### src/hw/rtl/ptw_pkg.sv
// shared types, codes and the microcode program of the page walker
package ptw_pkg;

	// default size of the table memory in 32-bit words
	localparam int unsigned MEM_WORDS_DEF = 16384;

	// a byte address without its two low bits
	localparam int WORD_W = 30;

	// item function codes
	localparam logic [1:0] FUNC_XLATE = 2'd0;
	localparam logic [1:0] FUNC_WRITE = 2'd1;
	localparam logic [1:0] FUNC_READ  = 2'd2;

	// configuration register indexes
	localparam logic CFG_PDB    = 1'b0;
	localparam logic CFG_PAGING = 1'b1;

	// page table entry bit positions
	localparam int ENT_P  = 0;
	localparam int ENT_RW = 1;
	localparam int ENT_A  = 5;
	localparam int ENT_D  = 6;
	localparam int ENT_PS = 7;

	localparam int STEP_W = 5;

	// microprogram steps; fall-through follows this order
	typedef enum logic [STEP_W-1:0] {
		ST_FETCH,
		ST_DISP,
		ST_PGCHK,
		ST_RDDIR,
		ST_LDPDE,
		ST_PSCHK,
		ST_BIGRW,
		ST_BIGWB,
		ST_RDTBL,
		ST_LDPTE,
		ST_PTERW,
		ST_WBPDE,
		ST_WBPTE,
		ST_FAULT,
		ST_PASS,
		ST_MEMDISP,
		ST_RDMEM,
		ST_RDLD,
		ST_RDOOR,
		ST_WRCHK,
		ST_WRMEM,
		ST_ZERO,
		ST_DONE
	} step_t;

	typedef enum logic [1:0] {
		AS_DIR,
		AS_TBL,
		AS_ITEM
	} addr_sel_t;

	typedef enum logic [1:0] {
		WS_ITEM,
		WS_PDE_ACC,
		WS_PDE_BIG,
		WS_PTE
	} wdata_sel_t;

	typedef enum logic [2:0] {
		RS_NONE,
		RS_VA,
		RS_BIG,
		RS_SMALL,
		RS_RDATA,
		RS_ONES,
		RS_ZERO
	} res_sel_t;

	typedef enum logic [3:0] {
		C_NEVER,
		C_ALWAYS,
		C_IN_BEAT,
		C_OUT_FREE,
		C_FUNC_MEM,
		C_PAGING_OFF,
		C_DIR_OOR,
		C_RD_ABSENT,
		C_PDE_SMALL,
		C_PDE_DENY,
		C_TBL_OOR,
		C_PTE_DENY,
		C_NOT_READ,
		C_ITEM_OOR,
		C_NO_WRITE
	} cond_t;

	// datapath controls of one step
	typedef struct packed {
		logic       in_take;
		logic       mem_rd;
		logic       mem_we;
		addr_sel_t  addr_sel;
		wdata_sel_t wdata_sel;
		logic       ld_pde;
		logic       ld_pte;
		res_sel_t   res_sel;
		logic       set_fault;
		logic       out_load;
	} ctl_t;

	// datapath flags the sequencer branches on
	typedef struct packed {
		logic in_beat;
		logic out_free;
		logic func_mem;
		logic paging_off;
		logic dir_oor;
		logic rd_absent;
		logic pde_small;
		logic pde_deny;
		logic tbl_oor;
		logic pte_deny;
		logic not_read;
		logic item_oor;
		logic no_write;
	} stat_t;

	// one control word
	typedef struct packed {
		ctl_t  ctl;
		cond_t cond;
		step_t target;
		logic  nt_hold;
	} uc_t;

	// microprogram rom
	function automatic uc_t ucode_rom(input step_t st);
		uc_t w;
		w = '0;
		w.ctl.addr_sel  = AS_DIR;
		w.ctl.wdata_sel = WS_ITEM;
		w.ctl.res_sel   = RS_NONE;
		w.cond          = C_NEVER;
		w.target        = ST_FETCH;
		case (st)
			ST_FETCH: begin
				w.ctl.in_take = 1'b1;
				w.cond        = C_IN_BEAT;
				w.target      = ST_DISP;
				w.nt_hold     = 1'b1;
			end
			ST_DISP: begin
				w.cond   = C_FUNC_MEM;
				w.target = ST_MEMDISP;
			end
			ST_PGCHK: begin
				w.cond   = C_PAGING_OFF;
				w.target = ST_PASS;
			end
			ST_RDDIR: begin
				w.ctl.mem_rd   = 1'b1;
				w.ctl.addr_sel = AS_DIR;
				w.cond         = C_DIR_OOR;
				w.target       = ST_FAULT;
			end
			ST_LDPDE: begin
				w.ctl.ld_pde = 1'b1;
				w.cond       = C_RD_ABSENT;
				w.target     = ST_FAULT;
			end
			ST_PSCHK: begin
				w.cond   = C_PDE_SMALL;
				w.target = ST_RDTBL;
			end
			ST_BIGRW: begin
				w.cond   = C_PDE_DENY;
				w.target = ST_FAULT;
			end
			ST_BIGWB: begin
				w.ctl.mem_we    = 1'b1;
				w.ctl.addr_sel  = AS_DIR;
				w.ctl.wdata_sel = WS_PDE_BIG;
				w.ctl.res_sel   = RS_BIG;
				w.cond          = C_ALWAYS;
				w.target        = ST_DONE;
			end
			ST_RDTBL: begin
				w.ctl.mem_rd   = 1'b1;
				w.ctl.addr_sel = AS_TBL;
				w.cond         = C_TBL_OOR;
				w.target       = ST_FAULT;
			end
			ST_LDPTE: begin
				w.ctl.ld_pte = 1'b1;
				w.cond       = C_RD_ABSENT;
				w.target     = ST_FAULT;
			end
			ST_PTERW: begin
				w.cond   = C_PTE_DENY;
				w.target = ST_FAULT;
			end
			ST_WBPDE: begin
				w.ctl.mem_we    = 1'b1;
				w.ctl.addr_sel  = AS_DIR;
				w.ctl.wdata_sel = WS_PDE_ACC;
			end
			ST_WBPTE: begin
				w.ctl.mem_we    = 1'b1;
				w.ctl.addr_sel  = AS_TBL;
				w.ctl.wdata_sel = WS_PTE;
				w.ctl.res_sel   = RS_SMALL;
				w.cond          = C_ALWAYS;
				w.target        = ST_DONE;
			end
			ST_FAULT: begin
				w.ctl.res_sel   = RS_ONES;
				w.ctl.set_fault = 1'b1;
				w.cond          = C_ALWAYS;
				w.target        = ST_DONE;
			end
			ST_PASS: begin
				w.ctl.res_sel = RS_VA;
				w.cond        = C_ALWAYS;
				w.target      = ST_DONE;
			end
			ST_MEMDISP: begin
				w.cond   = C_NOT_READ;
				w.target = ST_WRCHK;
			end
			ST_RDMEM: begin
				w.ctl.mem_rd   = 1'b1;
				w.ctl.addr_sel = AS_ITEM;
				w.cond         = C_ITEM_OOR;
				w.target       = ST_RDOOR;
			end
			ST_RDLD: begin
				w.ctl.res_sel = RS_RDATA;
				w.cond        = C_ALWAYS;
				w.target      = ST_DONE;
			end
			ST_RDOOR: begin
				w.ctl.res_sel = RS_ONES;
				w.cond        = C_ALWAYS;
				w.target      = ST_DONE;
			end
			ST_WRCHK: begin
				w.cond   = C_NO_WRITE;
				w.target = ST_ZERO;
			end
			ST_WRMEM: begin
				w.ctl.mem_we    = 1'b1;
				w.ctl.addr_sel  = AS_ITEM;
				w.ctl.wdata_sel = WS_ITEM;
			end
			ST_ZERO: begin
				w.ctl.res_sel = RS_ZERO;
				w.cond        = C_ALWAYS;
				w.target      = ST_DONE;
			end
			ST_DONE: begin
				w.ctl.out_load = 1'b1;
				w.cond         = C_OUT_FREE;
				w.target       = ST_FETCH;
				w.nt_hold      = 1'b1;
			end
			default: begin
				w.cond   = C_ALWAYS;
				w.target = ST_FETCH;
			end
		endcase
		return w;
	endfunction

endpackage

### src/hw/rtl/ptw_seq.sv
// microcode sequencer: step counter, control rom and branch logic
module ptw_seq
	import ptw_pkg::*;
(
	input  logic  clk,
	input  logic  arst_n,
	input  stat_t stat,
	output ctl_t  ctl
);

	step_t step_q;
	step_t step_nxt;
	uc_t   uc;
	logic  taken;

	// control word of the current step
	always_comb begin
		uc  = ucode_rom(step_q);
		ctl = uc.ctl;
	end

	// branch condition select
	always_comb begin
		case (uc.cond)
			C_NEVER:      taken = 1'b0;
			C_ALWAYS:     taken = 1'b1;
			C_IN_BEAT:    taken = stat.in_beat;
			C_OUT_FREE:   taken = stat.out_free;
			C_FUNC_MEM:   taken = stat.func_mem;
			C_PAGING_OFF: taken = stat.paging_off;
			C_DIR_OOR:    taken = stat.dir_oor;
			C_RD_ABSENT:  taken = stat.rd_absent;
			C_PDE_SMALL:  taken = stat.pde_small;
			C_PDE_DENY:   taken = stat.pde_deny;
			C_TBL_OOR:    taken = stat.tbl_oor;
			C_PTE_DENY:   taken = stat.pte_deny;
			C_NOT_READ:   taken = stat.not_read;
			C_ITEM_OOR:   taken = stat.item_oor;
			C_NO_WRITE:   taken = stat.no_write;
			default:      taken = 1'b0;
		endcase
	end

	// next step: jump, hold or fall through
	always_comb begin
		if (taken) begin
			step_nxt = uc.target;
		end else if (uc.nt_hold) begin
			step_nxt = step_q;
		end else begin
			step_nxt = step_t'(STEP_W'(step_q) + STEP_W'(1));
		end
	end

	// step counter
	always_ff @(posedge clk or negedge arst_n) begin
		if (!arst_n) begin
			step_q <= ST_FETCH;
		end else begin
			step_q <= step_nxt;
		end
	end

endmodule

### config.mk
export PLATFORM = sky130hd
export DESIGN_NAME = ptw_seq
export DESIGN_NICKNAME = d
export VERILOG_FILES = /design/src/hw/rtl/ptw_pkg.sv /design/src/hw/rtl/ptw_seq.sv
export SDC_FILE = /design/constraint.sdc
export NUM_CORES = 1
export LEC_CHECK = 0
export BUFFER_PORTS_ARGS = -buffer_cell sky130_fd_sc_hd__buf_2
export CORE_ASPECT_RATIO = 0.75
export CORE_MARGIN = 4
export CORE_UTILIZATION = 35
export DETAILED_ROUTE_END_ITERATION = 10
export PLACE_DENSITY = 0.67
export SETUP_SLACK_MARGIN = 0.5
export SYNTH_ARGS = -nofsm -noshare
export SYNTH_HDL_FRONTEND = slang
export SYNTH_SLANG_ARGS = --single-unit
### constraint.sdc
create_clock -name clk -period 4 [get_ports clk]
set_input_delay 0.4 -clock clk [delete_from_list [all_inputs] [get_ports clk]]
set_output_delay 0.4 -clock clk [all_outputs]
set_load 0.005 [all_outputs]
==> results.txt <==
Synth Area in Compound Gates: 31.03%
Unique masters post-synth: 53
routed len/inst: 16.18 um
most common cell after layout, fill and taps aside: buf_2
Die X-Extent: 73.93 um
min-delay worst type: input port to async pin
Avg Vias per Cell: 5.808
Final #Nets: 186
setup TNS: 0 ps
Reg with most FFs: step_q
outcome: complete, no violations
Startpoint Class: flip-flop
most used cell, CP: ha_1
layout cells sized above 1: 30.30%
mux cell area share after synthesis: 13.93%
crit-path max cell delay: 420 ps
post-synthesis sequential area ratio: 10.96%
Critical Path AT: 3370 ps
CP Capture Type: flip-flop
initial antenna violation count: 0
top flop regs: step_q: 5 flops
CP Max Fanout: 11
Worst-Margin Slew: 886.4 ps
Initial Utilization: 37.52%
worst skew pair latency: 230 ps
number of global-route vias before repair: 1084
Post-synth ARST share: 100.0%
CP Cell Sequence: ha_1, and3_1, ha_1, a21oi_2, o211ai_1, o211ai_4, mux2i_1, o22ai_1, a221oi_4, mux2_4
Die Area: 4247 um^2
synthesized flop and latch total: 5
Antenna Nets Post-Route: 0
dominant cell type by area after synthesis: dfrtp_1
CTS H-Tree Depth: 1
largest family of logic cells by synthesized area: compound AO/OA/AOI/OAI gates
clock tree buffer depth: 2
largest net degree at the start of global routing: 32
Worst Path Required: 4100 ps
Synth Area in XOR/XNOR: 3.070%
Synth Area per Inst: 7.980 um^2
Synth Area in Simple Gates: 27.30%
post-cts resize count: 0
hold_ws: 520.3 ps
# clock sinks: 5
Cells after Synth: 143
clock buffer count from CTS: 3
Core ar.: 3042 um^2
die height: 57.45 um
Max-slew headroom: 40.90%
synth-to-layout area growth: 16.01%
Synth Flop Type: dfrtp_1
placement row count: 17
Tmin final: 3266 ps
gpl congestion: 0.8096
Fin Clk Skew: 2.831 ps
CTS tree: yes
clock slew at reported path FFs: 40 ps
initial drt markers: 43
I/O Pins: 29
CTS root buf: clkbuf_8
CP bufs+invs: 0
number of flip-flops in the largest register: 5
fillcell total: 313
grt total ovfl: 0
adder-cell share of the synthesized area: 5.482%
antenna cell count: 0
slowest stage cell, crit path: dfrtp_1
max_cap viols: 0
Post-synth EDFFs: 0
YS warnings: 0
via count: 1179
delay-heaviest family, CP: compound AO/OA/AOI/OAI gates
fin crit share: 81.65%
Setup-failing EPs final: 0
synthesized cell area: 1141 um^2
fmax: 306.2 MHz
first-pass GRT wire length: 5375 um
HPWL Detailed: 2445 um
Total GRT Usage: 16.06%
WL final: 3284 um
DR pass1 iterations: 4
drt drc: 0
post-synth top area share: 10.96%
WS Path Type: flip-flop to flip-flop
Final Max Tran Viols: 0
RSZ-0062 raised after global routing: false
syn_nets: 163
most frequent cells in the layout: buf_2, nand2_1, a21oi_1, nor2_1, mux2i_1
setup bufs post-CTS: 0
Final Hold Violating Endpoints: 0
PortBufs: 28
top cells by area, synth: dfrtp_1, mux2i_1, ha_1
Yosys cell counts, types with 3 or more instances:
cell      count
a21oi_1      11
and3_1        3
buf_2         6
clkbuf_1      3
dfrtp_1       5
ha_1          5
inv_1         7
mux2_4        3
mux2i_1       8
nand2_1      15
nand3_1       3
nor2_1       11
nor2b_1       3
nor3_1        4
o21ai_0       6
metrics by stage:
stage | std cells | setup WS [ps] | util (%) | cell area (um^2)
floorplan | 143 | 994.3 | - | 1141
global placement | 198 | 920.5 | 41.71 | 1269
detailed placement | 198 | 768.1 | 41.71 | 1269
CTS | 203 | 754.2 | 43.52 | 1324
global route | 203 | 582.3 | 43.52 | 1324
finish | 203 | 733.9 | 43.52 | 1324
cells by family (layout without fill, tap and decap cells):
kind of cell               after synthesis  after routing
DFF                                      5              5
adders and majority gates                5              5
and+or+nand+nor                         55             55
buffers and inverters                   19             41
xor gates and xnor gates                 4              4
muxes                                   13             13
AOI/OAI and AO/OA                       42             42
area by class of cell:
cell class / count / area (um^2) / area share, %
Clock buffer: 4 / 45.04 / 3.403
Tap cell: 38 / 47.55 / 3.592
Inverter: 7 / 26.28 / 1.985
Multi-Input combinational cell: 119 / 922.1 / 69.66
Sequential cell: 5 / 125.1 / 9.452
Timing Repair Buffer: 30 / 157.7 / 11.91
repair_timing:
item | CTS | global route
hold endpoints to repair | 5 | 0
endpoints found under the setup margin | 0 | 0
hold buffers | 1 | 0
worst paths after layout:
path | from | endpoint | slack, ps | cells after the start
min in group clk | step_q[0] | step_q[0] | 690 | 2
min | arst_n | step_q[2] | 520 | 2
min reg2reg | step_q[0] | step_q[0] | 690 | 2
max | step_q[0] | step_q[1] | 730 | 10
max reg2reg | step_q[0] | step_q[1] | 730 | 10
max in group asynchronous | arst_n | step_q[0] | 3340 | 2
worst reg2reg max path, delay by kind of cell, from the launching register on:
family | cells | cell delay, ps
AO/OA/AOI/OAI | 5 | 1270
adder cells (fa/ha/maj) | 2 | 610
multiplexers | 2 | 580
flip-flops | 1 | 420
AND/OR/NAND/NOR | 1 | 260
metal layers:
metal / up-vias / part of all wire [%] / global-route usage, % / routed length (um)
li1: 570 / - / - / -
met1: 555 / 45 / 22.87 / 1494
met2: 47 / 47 / 24.24 / 1551
met3: 7 / 5.2 / 1.585 / 170
met4: 0 / 2.1 / 6.977 / 68
met5: - / 0 / 0 / 0
Power is left out: the tool's default activity adds up to more than one toggle a clock period on the data nets, which glitch-free logic cannot reach.
