**src/hw/rtl/ptw_pkg.sv**
```systemverilog
// shared types, codes and the microcode program of the page walker
package ptw_pkg;

	// default size of the table memory in 32-bit words
	localparam int unsigned MEM_WORDS_DEF = 16384;

	// a byte address without its two low bits
	localparam int WORD_W = 30;

	// item function codes
	localparam logic [1:0] FUNC_XLATE = 2'd0;
	localparam logic [1:0] FUNC_WRITE = 2'd1;
	localparam logic [1:0] FUNC_READ  = 2'd2;

	// configuration register indexes
	localparam logic CFG_PDB    = 1'b0;
	localparam logic CFG_PAGING = 1'b1;

	// page table entry bit positions
	localparam int ENT_P  = 0;
	localparam int ENT_RW = 1;
	localparam int ENT_A  = 5;
	localparam int ENT_D  = 6;
	localparam int ENT_PS = 7;

	localparam int STEP_W = 5;

	// microprogram steps; fall-through follows this order
	typedef enum logic [STEP_W-1:0] {
		ST_FETCH,
		ST_DISP,
		ST_PGCHK,
		ST_RDDIR,
		ST_LDPDE,
		ST_PSCHK,
		ST_BIGRW,
		ST_BIGWB,
		ST_RDTBL,
		ST_LDPTE,
		ST_PTERW,
		ST_WBPDE,
		ST_WBPTE,
		ST_FAULT,
		ST_PASS,
		ST_MEMDISP,
		ST_RDMEM,
		ST_RDLD,
		ST_RDOOR,
		ST_WRCHK,
		ST_WRMEM,
		ST_ZERO,
		ST_DONE
	} step_t;

	typedef enum logic [1:0] {
		AS_DIR,
		AS_TBL,
		AS_ITEM
	} addr_sel_t;

	typedef enum logic [1:0] {
		WS_ITEM,
		WS_PDE_ACC,
		WS_PDE_BIG,
		WS_PTE
	} wdata_sel_t;

	typedef enum logic [2:0] {
		RS_NONE,
		RS_VA,
		RS_BIG,
		RS_SMALL,
		RS_RDATA,
		RS_ONES,
		RS_ZERO
	} res_sel_t;

	typedef enum logic [3:0] {
		C_NEVER,
		C_ALWAYS,
		C_IN_BEAT,
		C_OUT_FREE,
		C_FUNC_MEM,
		C_PAGING_OFF,
		C_DIR_OOR,
		C_RD_ABSENT,
		C_PDE_SMALL,
		C_PDE_DENY,
		C_TBL_OOR,
		C_PTE_DENY,
		C_NOT_READ,
		C_ITEM_OOR,
		C_NO_WRITE
	} cond_t;

	// datapath controls of one step
	typedef struct packed {
		logic       in_take;
		logic       mem_rd;
		logic       mem_we;
		addr_sel_t  addr_sel;
		wdata_sel_t wdata_sel;
		logic       ld_pde;
		logic       ld_pte;
		res_sel_t   res_sel;
		logic       set_fault;
		logic       out_load;
	} ctl_t;

	// datapath flags the sequencer branches on
	typedef struct packed {
		logic in_beat;
		logic out_free;
		logic func_mem;
		logic paging_off;
		logic dir_oor;
		logic rd_absent;
		logic pde_small;
		logic pde_deny;
		logic tbl_oor;
		logic pte_deny;
		logic not_read;
		logic item_oor;
		logic no_write;
	} stat_t;

	// one control word
	typedef struct packed {
		ctl_t  ctl;
		cond_t cond;
		step_t target;
		logic  nt_hold;
	} uc_t;

	// microprogram rom
	function automatic uc_t ucode_rom(input step_t st);
		uc_t w;
		w = '0;
		w.ctl.addr_sel  = AS_DIR;
		w.ctl.wdata_sel = WS_ITEM;
		w.ctl.res_sel   = RS_NONE;
		w.cond          = C_NEVER;
		w.target        = ST_FETCH;
		case (st)
			ST_FETCH: begin
				w.ctl.in_take = 1'b1;
				w.cond        = C_IN_BEAT;
				w.target      = ST_DISP;
				w.nt_hold     = 1'b1;
			end
			ST_DISP: begin
				w.cond   = C_FUNC_MEM;
				w.target = ST_MEMDISP;
			end
			ST_PGCHK: begin
				w.cond   = C_PAGING_OFF;
				w.target = ST_PASS;
			end
			ST_RDDIR: begin
				w.ctl.mem_rd   = 1'b1;
				w.ctl.addr_sel = AS_DIR;
				w.cond         = C_DIR_OOR;
				w.target       = ST_FAULT;
			end
			ST_LDPDE: begin
				w.ctl.ld_pde = 1'b1;
				w.cond       = C_RD_ABSENT;
				w.target     = ST_FAULT;
			end
			ST_PSCHK: begin
				w.cond   = C_PDE_SMALL;
				w.target = ST_RDTBL;
			end
			ST_BIGRW: begin
				w.cond   = C_PDE_DENY;
				w.target = ST_FAULT;
			end
			ST_BIGWB: begin
				w.ctl.mem_we    = 1'b1;
				w.ctl.addr_sel  = AS_DIR;
				w.ctl.wdata_sel = WS_PDE_BIG;
				w.ctl.res_sel   = RS_BIG;
				w.cond          = C_ALWAYS;
				w.target        = ST_DONE;
			end
			ST_RDTBL: begin
				w.ctl.mem_rd   = 1'b1;
				w.ctl.addr_sel = AS_TBL;
				w.cond         = C_TBL_OOR;
				w.target       = ST_FAULT;
			end
			ST_LDPTE: begin
				w.ctl.ld_pte = 1'b1;
				w.cond       = C_RD_ABSENT;
				w.target     = ST_FAULT;
			end
			ST_PTERW: begin
				w.cond   = C_PTE_DENY;
				w.target = ST_FAULT;
			end
			ST_WBPDE: begin
				w.ctl.mem_we    = 1'b1;
				w.ctl.addr_sel  = AS_DIR;
				w.ctl.wdata_sel = WS_PDE_ACC;
			end
			ST_WBPTE: begin
				w.ctl.mem_we    = 1'b1;
				w.ctl.addr_sel  = AS_TBL;
				w.ctl.wdata_sel = WS_PTE;
				w.ctl.res_sel   = RS_SMALL;
				w.cond          = C_ALWAYS;
				w.target        = ST_DONE;
			end
			ST_FAULT: begin
				w.ctl.res_sel   = RS_ONES;
				w.ctl.set_fault = 1'b1;
				w.cond          = C_ALWAYS;
				w.target        = ST_DONE;
			end
			ST_PASS: begin
				w.ctl.res_sel = RS_VA;
				w.cond        = C_ALWAYS;
				w.target      = ST_DONE;
			end
			ST_MEMDISP: begin
				w.cond   = C_NOT_READ;
				w.target = ST_WRCHK;
			end
			ST_RDMEM: begin
				w.ctl.mem_rd   = 1'b1;
				w.ctl.addr_sel = AS_ITEM;
				w.cond         = C_ITEM_OOR;
				w.target       = ST_RDOOR;
			end
			ST_RDLD: begin
				w.ctl.res_sel = RS_RDATA;
				w.cond        = C_ALWAYS;
				w.target      = ST_DONE;
			end
			ST_RDOOR: begin
				w.ctl.res_sel = RS_ONES;
				w.cond        = C_ALWAYS;
				w.target      = ST_DONE;
			end
			ST_WRCHK: begin
				w.cond   = C_NO_WRITE;
				w.target = ST_ZERO;
			end
			ST_WRMEM: begin
				w.ctl.mem_we    = 1'b1;
				w.ctl.addr_sel  = AS_ITEM;
				w.ctl.wdata_sel = WS_ITEM;
			end
			ST_ZERO: begin
				w.ctl.res_sel = RS_ZERO;
				w.cond        = C_ALWAYS;
				w.target      = ST_DONE;
			end
			ST_DONE: begin
				w.ctl.out_load = 1'b1;
				w.cond         = C_OUT_FREE;
				w.target       = ST_FETCH;
				w.nt_hold      = 1'b1;
			end
			default: begin
				w.cond   = C_ALWAYS;
				w.target = ST_FETCH;
			end
		endcase
		return w;
	endfunction

endpackage

```
**src/hw/rtl/ptw_dp.sv**
```systemverilog
// walker datapath: config, item and entry registers, address and result muxes
module ptw_dp
	import ptw_pkg::*;
#(
	parameter int unsigned MEM_WORDS = MEM_WORDS_DEF
) (
	input  logic                         clk,
	input  logic                         arst_n,
	input  ctl_t                         ctl,
	output stat_t                        stat,
	// config writes
	input  logic                         cfg_valid,
	input  logic                         cfg_index,
	input  logic [31:0]                  cfg_data,
	// input beat
	input  logic                         s_tvalid,
	input  logic [63:0]                  s_tdata,
	input  logic [2:0]                   s_tuser,
	// output beat
	input  logic                         m_tready,
	output logic                         m_tvalid,
	output logic [63:0]                  m_tdata,
	output logic                         m_tuser,
	// table memory port
	output logic                         mem_we,
	output logic                         mem_re,
	output logic [$clog2(MEM_WORDS)-1:0] mem_addr,
	output logic [31:0]                  mem_wdata,
	input  logic [31:0]                  mem_rdata
);

	localparam int AW = $clog2(MEM_WORDS);

	logic [31:0] pdb_q;
	logic        pg_en_q;
	logic [1:0]  func_q;
	logic [31:0] va_q;
	logic        wr_q;
	logic [31:0] wdata_q;
	logic [31:0] pde_q;
	logic [31:0] pte_q;
	logic [31:0] res_q;
	logic        flt_q;
	logic [31:0] fault_addr_q;
	logic        out_valid_q;
	logic [31:0] out_res_q;
	logic        out_flt_q;
	logic [31:0] out_fa_q;

	logic [WORD_W-1:0] dir_word;
	logic [WORD_W-1:0] tbl_word;
	logic [WORD_W-1:0] item_word;
	logic [WORD_W-1:0] sel_word;
	logic              item_oor;
	logic              out_free;
	logic [31:0]       dirty_bit;
	logic [31:0]       acc_bit;
	logic [31:0]       res_nxt;

	// configuration registers
	always_ff @(posedge clk or negedge arst_n) begin
		if (!arst_n) begin
			pdb_q   <= '0;
			pg_en_q <= 1'b1;
		end else if (cfg_valid) begin
			case (cfg_index)
				CFG_PDB:    pdb_q   <= cfg_data;
				CFG_PAGING: pg_en_q <= cfg_data[0];
				default:    pdb_q   <= pdb_q;
			endcase
		end
	end

	// item capture
	always_ff @(posedge clk) begin
		if (ctl.in_take && s_tvalid) begin
			va_q    <= s_tdata[31:0];
			wdata_q <= s_tdata[63:32];
			func_q  <= s_tuser[1:0];
			wr_q    <= s_tuser[2];
		end
	end

	// entry registers loaded from the read port
	always_ff @(posedge clk) begin
		if (ctl.ld_pde) begin
			pde_q <= mem_rdata;
		end
		if (ctl.ld_pte) begin
			pte_q <= mem_rdata;
		end
	end

	// word indexes of directory entry, table entry and direct item
	assign dir_word  = {pdb_q[31:12], va_q[31:22]};
	assign tbl_word  = {pde_q[31:12], va_q[21:12]};
	assign item_word = va_q[31:2];
	assign item_oor  = {2'b00, item_word} >= 32'(MEM_WORDS);

	// memory address select
	always_comb begin
		case (ctl.addr_sel)
			AS_DIR:  sel_word = dir_word;
			AS_TBL:  sel_word = tbl_word;
			AS_ITEM: sel_word = item_word;
			default: sel_word = item_word;
		endcase
	end

	assign mem_addr = sel_word[AW-1:0];
	assign mem_we   = ctl.mem_we;
	assign mem_re   = ctl.mem_rd;

	// accessed and dirty bit updates
	always_comb begin
		acc_bit          = '0;
		acc_bit[ENT_A]   = 1'b1;
		dirty_bit        = '0;
		dirty_bit[ENT_D] = wr_q;
	end

	// write data select
	always_comb begin
		case (ctl.wdata_sel)
			WS_ITEM:    mem_wdata = wdata_q;
			WS_PDE_ACC: mem_wdata = pde_q | acc_bit;
			WS_PDE_BIG: mem_wdata = pde_q | acc_bit | dirty_bit;
			WS_PTE:     mem_wdata = pte_q | acc_bit | dirty_bit;
			default:    mem_wdata = wdata_q;
		endcase
	end

	// result select
	always_comb begin
		case (ctl.res_sel)
			RS_VA:    res_nxt = va_q;
			RS_BIG:   res_nxt = {pde_q[31:22], va_q[21:0]};
			RS_SMALL: res_nxt = {pte_q[31:12], va_q[11:0]};
			RS_RDATA: res_nxt = mem_rdata;
			RS_ONES:  res_nxt = '1;
			RS_ZERO:  res_nxt = '0;
			default:  res_nxt = res_q;
		endcase
	end

	// result and fault flag of the item in work
	always_ff @(posedge clk) begin
		if (ctl.res_sel != RS_NONE) begin
			res_q <= res_nxt;
			flt_q <= ctl.set_fault;
		end
	end

	// latched faulting address
	always_ff @(posedge clk or negedge arst_n) begin
		if (!arst_n) begin
			fault_addr_q <= '0;
		end else if (ctl.set_fault) begin
			fault_addr_q <= va_q;
		end
	end

	// output register
	assign out_free = !out_valid_q || m_tready;

	always_ff @(posedge clk or negedge arst_n) begin
		if (!arst_n) begin
			out_valid_q <= 1'b0;
		end else if (ctl.out_load && out_free) begin
			out_valid_q <= 1'b1;
		end else if (m_tready) begin
			out_valid_q <= 1'b0;
		end
	end

	always_ff @(posedge clk) begin
		if (ctl.out_load && out_free) begin
			out_res_q <= res_q;
			out_flt_q <= flt_q;
			out_fa_q  <= fault_addr_q;
		end
	end

	assign m_tvalid = out_valid_q;
	assign m_tdata  = {out_fa_q, out_res_q};
	assign m_tuser  = out_flt_q;

	// branch flags
	always_comb begin
		stat.in_beat    = s_tvalid;
		stat.out_free   = out_free;
		stat.func_mem   = func_q != FUNC_XLATE;
		stat.paging_off = !pg_en_q;
		stat.dir_oor    = {2'b00, dir_word} >= 32'(MEM_WORDS);
		stat.rd_absent  = !mem_rdata[ENT_P];
		stat.pde_small  = !pde_q[ENT_PS];
		stat.pde_deny   = wr_q && !pde_q[ENT_RW];
		stat.tbl_oor    = {2'b00, tbl_word} >= 32'(MEM_WORDS);
		stat.pte_deny   = wr_q && !pte_q[ENT_RW];
		stat.not_read   = func_q != FUNC_READ;
		stat.item_oor   = item_oor;
		stat.no_write   = (func_q != FUNC_WRITE) || item_oor;
	end

endmodule

```
**config.mk**
```make
export PLATFORM = sky130hd
export DESIGN_NAME = ptw_dp
export DESIGN_NICKNAME = d
export VERILOG_FILES = /design/src/hw/rtl/ptw_pkg.sv /design/src/hw/rtl/ptw_dp.sv
export SDC_FILE = /design/constraint.sdc
export NUM_CORES = 1
export LEC_CHECK = 0
export BUFFER_PORTS_ARGS = -buffer_cell sky130_fd_sc_hd__buf_2
export CAP_MARGIN = 40
export CELL_PAD_IN_SITES_DETAIL_PLACEMENT = 0
export CELL_PAD_IN_SITES_GLOBAL_PLACEMENT = 1
export CORE_ASPECT_RATIO = 0.75
export CORE_MARGIN = 2
export CORE_UTILIZATION = 35
export CTS_CLUSTER_DIAMETER = 150
export CTS_CLUSTER_SIZE = 40
export DETAILED_ROUTE_END_ITERATION = 8
export PLACE_DENSITY = 0.67
export REMOVE_ABC_BUFFERS = 1
export SLEW_MARGIN = 20
export SYNTH_ARGS = -nofsm -noshare
export SYNTH_HDL_FRONTEND = slang
export SYNTH_SLANG_ARGS = --single-unit
```
**constraint.sdc**
```tcl
create_clock -name clk -period 3.1 [get_ports clk]
set_clock_uncertainty 0.1 [all_clocks]
set_input_delay 0.155 -clock clk [delete_from_list [all_inputs] [get_ports clk]]
set_output_delay 0.155 -clock clk [all_outputs]
set_load 0.005 [all_outputs]
```
==> results.yml <==
outcome:
  status: "completed"
cts:
  htreeDepth: 1
  path_clk_slew_ps: 150
  clock_latency_ps: 500
  root_buffer: "clkbuf_16"
  cts_tree: "built"
  cts.sinks: 281
  clockBufferDepth: 3
  cts_inserted_buffers: 11
sta:
  drv_slew: 0
  period_minus_slack_ps: 2480
  min_period_over_period_pct: 80.1
  worst_pin_slew_ps: 724
  setup_tns_ps: 0
  finalHoldViolations: 0
  setup_viol: 0
  hold_slack_ps: 25.0
  setup_slack_ps: 618
  fmax_mhz: 403
  rsz0062_at_grt: "false"
  slew_headroom_pct: 51.7
floorplan:
  core_area_sq_um: 30300
  initial_core_util_pct: 35.8
  io_pins: 278
  dieWidth_um: 207
  core.rowCount: 55
  fp.dieH_um: 157
  die_area_sq_um: 32500
logic_synthesis:
  synth-seq-cells: 281
  synth_area_per_cell_sq_um: 15.4
  synthCells: 705
  yosysSeqAreaShare_pct: 75.2
  synth_top_flop_cell: "edfxtp_1"
  yosys_warnings: 0
  synthArstFlopShare_pct: 19.2
  synth-edff-count: 227
  synth_cell_types: 40
  syn_area_sq_um: 10900
finish:
  nets: 1231
  seq_area_sq_um: 8170
  multi_input_area_sq_um: 2470
  stdcell_area_sq_um: 14300
  area.growth.synth_to_final_pct: 31.7
  drive_above_1_share_pct: 34.7
  nFillCells: 2731
critical_path:
  endpoint_kind: "output pin"
  cp-start-kind: "flip-flop"
  r2r-end: "out_fa_q[7]"
  worst-r2r-setup-slack_ps: 1310
  crit_type: "flip-flop to output pin"
  crit_fanout: 5
  reg2reg_depth: 3
  arrival_ps: 2230
  cp.required_ps: 2840
  r2r_start: "m_tvalid"
routing:
  vias: 7158
  wirelength_um: 30700
  drtIter0Drc: 479
  wl_per_cell_um: 20.6
  postRouteAntennaNets: 0
  via_per_inst: 4.82
  drc: 0
  firstDrtPassIters: 4
min_path:
  whs_endpoint: "pde_q[29]"
  hold_class: "primary input to flip-flop"
  holdPathStages: 1
  min-delay-start: "ctl[6]"
grt:
  grt_pass1_vias: 7318
  grt_pass1_wl_um: 46100
  antenna_found_initial: 2
  grt_usage_pct: 18.8
  grt_max_degree: 42
  gr-total-overflow: 0
power:
  power.density_nw_per_um2: 521
  ir_drop_v: 0.000335
  p_leak_nw: 5.58
placed_design:
  port_buffers: 262
  dpl.hpwl_um: 21400
  place.gp.congestion: 0.781
  pre_cts_slack_ps: 1080
  place_area_sq_um: 12700
job:
  drv_cap: 0
==> metal layers <==
layer,GRT usage (%),wire [um]
met5,0,0
met1,27.6,14800
met4,3.44,502
met3,3.39,1580
met2,29.5,13800
==> repair_timing <==
| item | 4_1_cts | 5_1_grt |
|---|---|---|
| hold endpoints to repair | 210 | 0 |
| hold buffers | 126 | 0 |
| resized for setup | 0 | 0 |
| setup buffers | 0 | 0 |
| setup endpoints to repair | 0 | 0 |
==> kinds of logic after synthesis <==
kind of cell / synth area share, %
and+or+nand+nor: 8.64
buffers and inverters: 2.30
xor gates and xnor gates: 0.0806
AOI/OAI and AO/OA: 6.91
DFF: 75.2
muxes: 6.88
==> metrics by stage <==
| stage | cells | util, % | power, mW |
|---|---|---|---|
| finish | 1485 | 47.1 | 7.45 |
| global route | 1484 | 47.1 | 7.79 |
| CTS | 1483 | 47.1 | 7.54 |
| detailed placement | 1340 | 41.9 | 5.57 |
| global placement | 1333 | 41.5 | 5.53 |
| floorplan | 659 | - | 5.02 |
==> cells in the final DEF (no fill, tap or decap), types with 3 or more instances in the layout <==
master	count
or2_2	11
o21bai_1	9
a211oi_1	11
dfrtp_1	53
o22ai_1	29
inv_1	3
nand4_1	3
edfxtp_1	227
nand2b_1	14
nand3b_1	11
o221a_2	9
nand2_1	36
buf_2	262
a21oi_1	22
o21ai_0	33
buf_12	5
dlygate4sd3_1	126
mux2_2	51
nor4_1	10
clkbuf_16	11
mux2i_1	15
nor2_1	72
buf_4	12
nor2b_1	16
clkbuf_1	5
==> how the worst max path moves through the flow <==
stage	start	end	slack, ps	cells after the start
after global routing	va_q[21]	stat[0]	520	4
final	va_q[21]	stat[0]	620	4
after detailed placement	ctl[2]	res_q[12]	1080	4
after floorplan	m_tvalid	m_tuser	520	2
after CTS	va_q[21]	stat[0]	620	4
after global placement	ctl[2]	res_q[16]	920	4
==> cells in the mapped netlist, types with 2 or more instances <==
| cell | count | share of area, % |
|---|---|---|
| edfxtp_1 | 227 | 63 |
| nor2_1 | 72 | 2.5 |
| dfrtp_1 | 53 | 12 |
| mux2_2 | 51 | 5.3 |
| nand2_1 | 36 | 1.2 |
| o21ai_0 | 33 | 1.5 |
| o22ai_1 | 29 | 1.7 |
| buf_2 | 23 | 1.1 |
| a21oi_1 | 22 | 1.0 |
| nor2b_1 | 18 | 1.0 |
| mux2i_1 | 15 | 1.4 |
| clkbuf_1 | 14 | 0.48 |
| nand2b_1 | 14 | 0.81 |
| a211oi_1 | 11 | 0.76 |
| nand3b_1 | 11 | 0.76 |
| or2_2 | 11 | 0.63 |
| nor4_1 | 10 | 0.58 |
| o21bai_1 | 9 | 0.62 |
| o221a_2 | 9 | 0.93 |
| buf_4 | 8 | 0.55 |
| inv_1 | 3 | 0.10 |
| nand4_1 | 3 | 0.17 |
| and2_1 | 2 | 0.12 |
| mux2_1 | 2 | 0.21 |
| nor4_2 | 2 | 0.23 |
| o22a_1 | 2 | 0.16 |
| or3_1 | 2 | 0.12 |
==> report_power, final <==
group | internal (mW) | switching (mW) | total [mW]
combinational | 0.489 | 0.472 | 0.961
clock | 0.692 | 1.15 | 1.85
sequential | 4.48 | 0.167 | 4.64
total | 5.66 | 1.79 | 7.45
==> cell type report <==
| cell class | instances | share of cell area [%] |
|---|---|---|
| Sequential cell | 281 | 57.1 |
| Timing Repair Buffer | 408 | 19.8 |
| Multi-Input combinational cell | 375 | 17.2 |
| Tap cell | 399 | 3.49 |
| Clock buffer | 16 | 2.06 |
| Clock inverter | 1 | 0.210 |
| Inverter | 3 | 0.0787 |
| Antenna cell | 2 | 0.0350 |
==> registers in the layout, indices dropped and copies added, names as in the netlist <==
register      cells
fault_addr_q     32
flt_q             1
func_q            2
m_tuser           1
m_tvalid          1
out_fa_q         32
out_res_q        32
pdb_q            20
pde_q            31
pg_en_q           1
pte_q            31
res_q            32
va_q             32
wdata_q          32
wr_q              1
==> critical path, stage by stage (launching register included) <==
cell	delay [ps]
edfxtp_1	530
nor4_1	370
nand4_1	240
or3b_1	440
buf_2	140
Note: power is estimated with default switching activity, not from simulation.
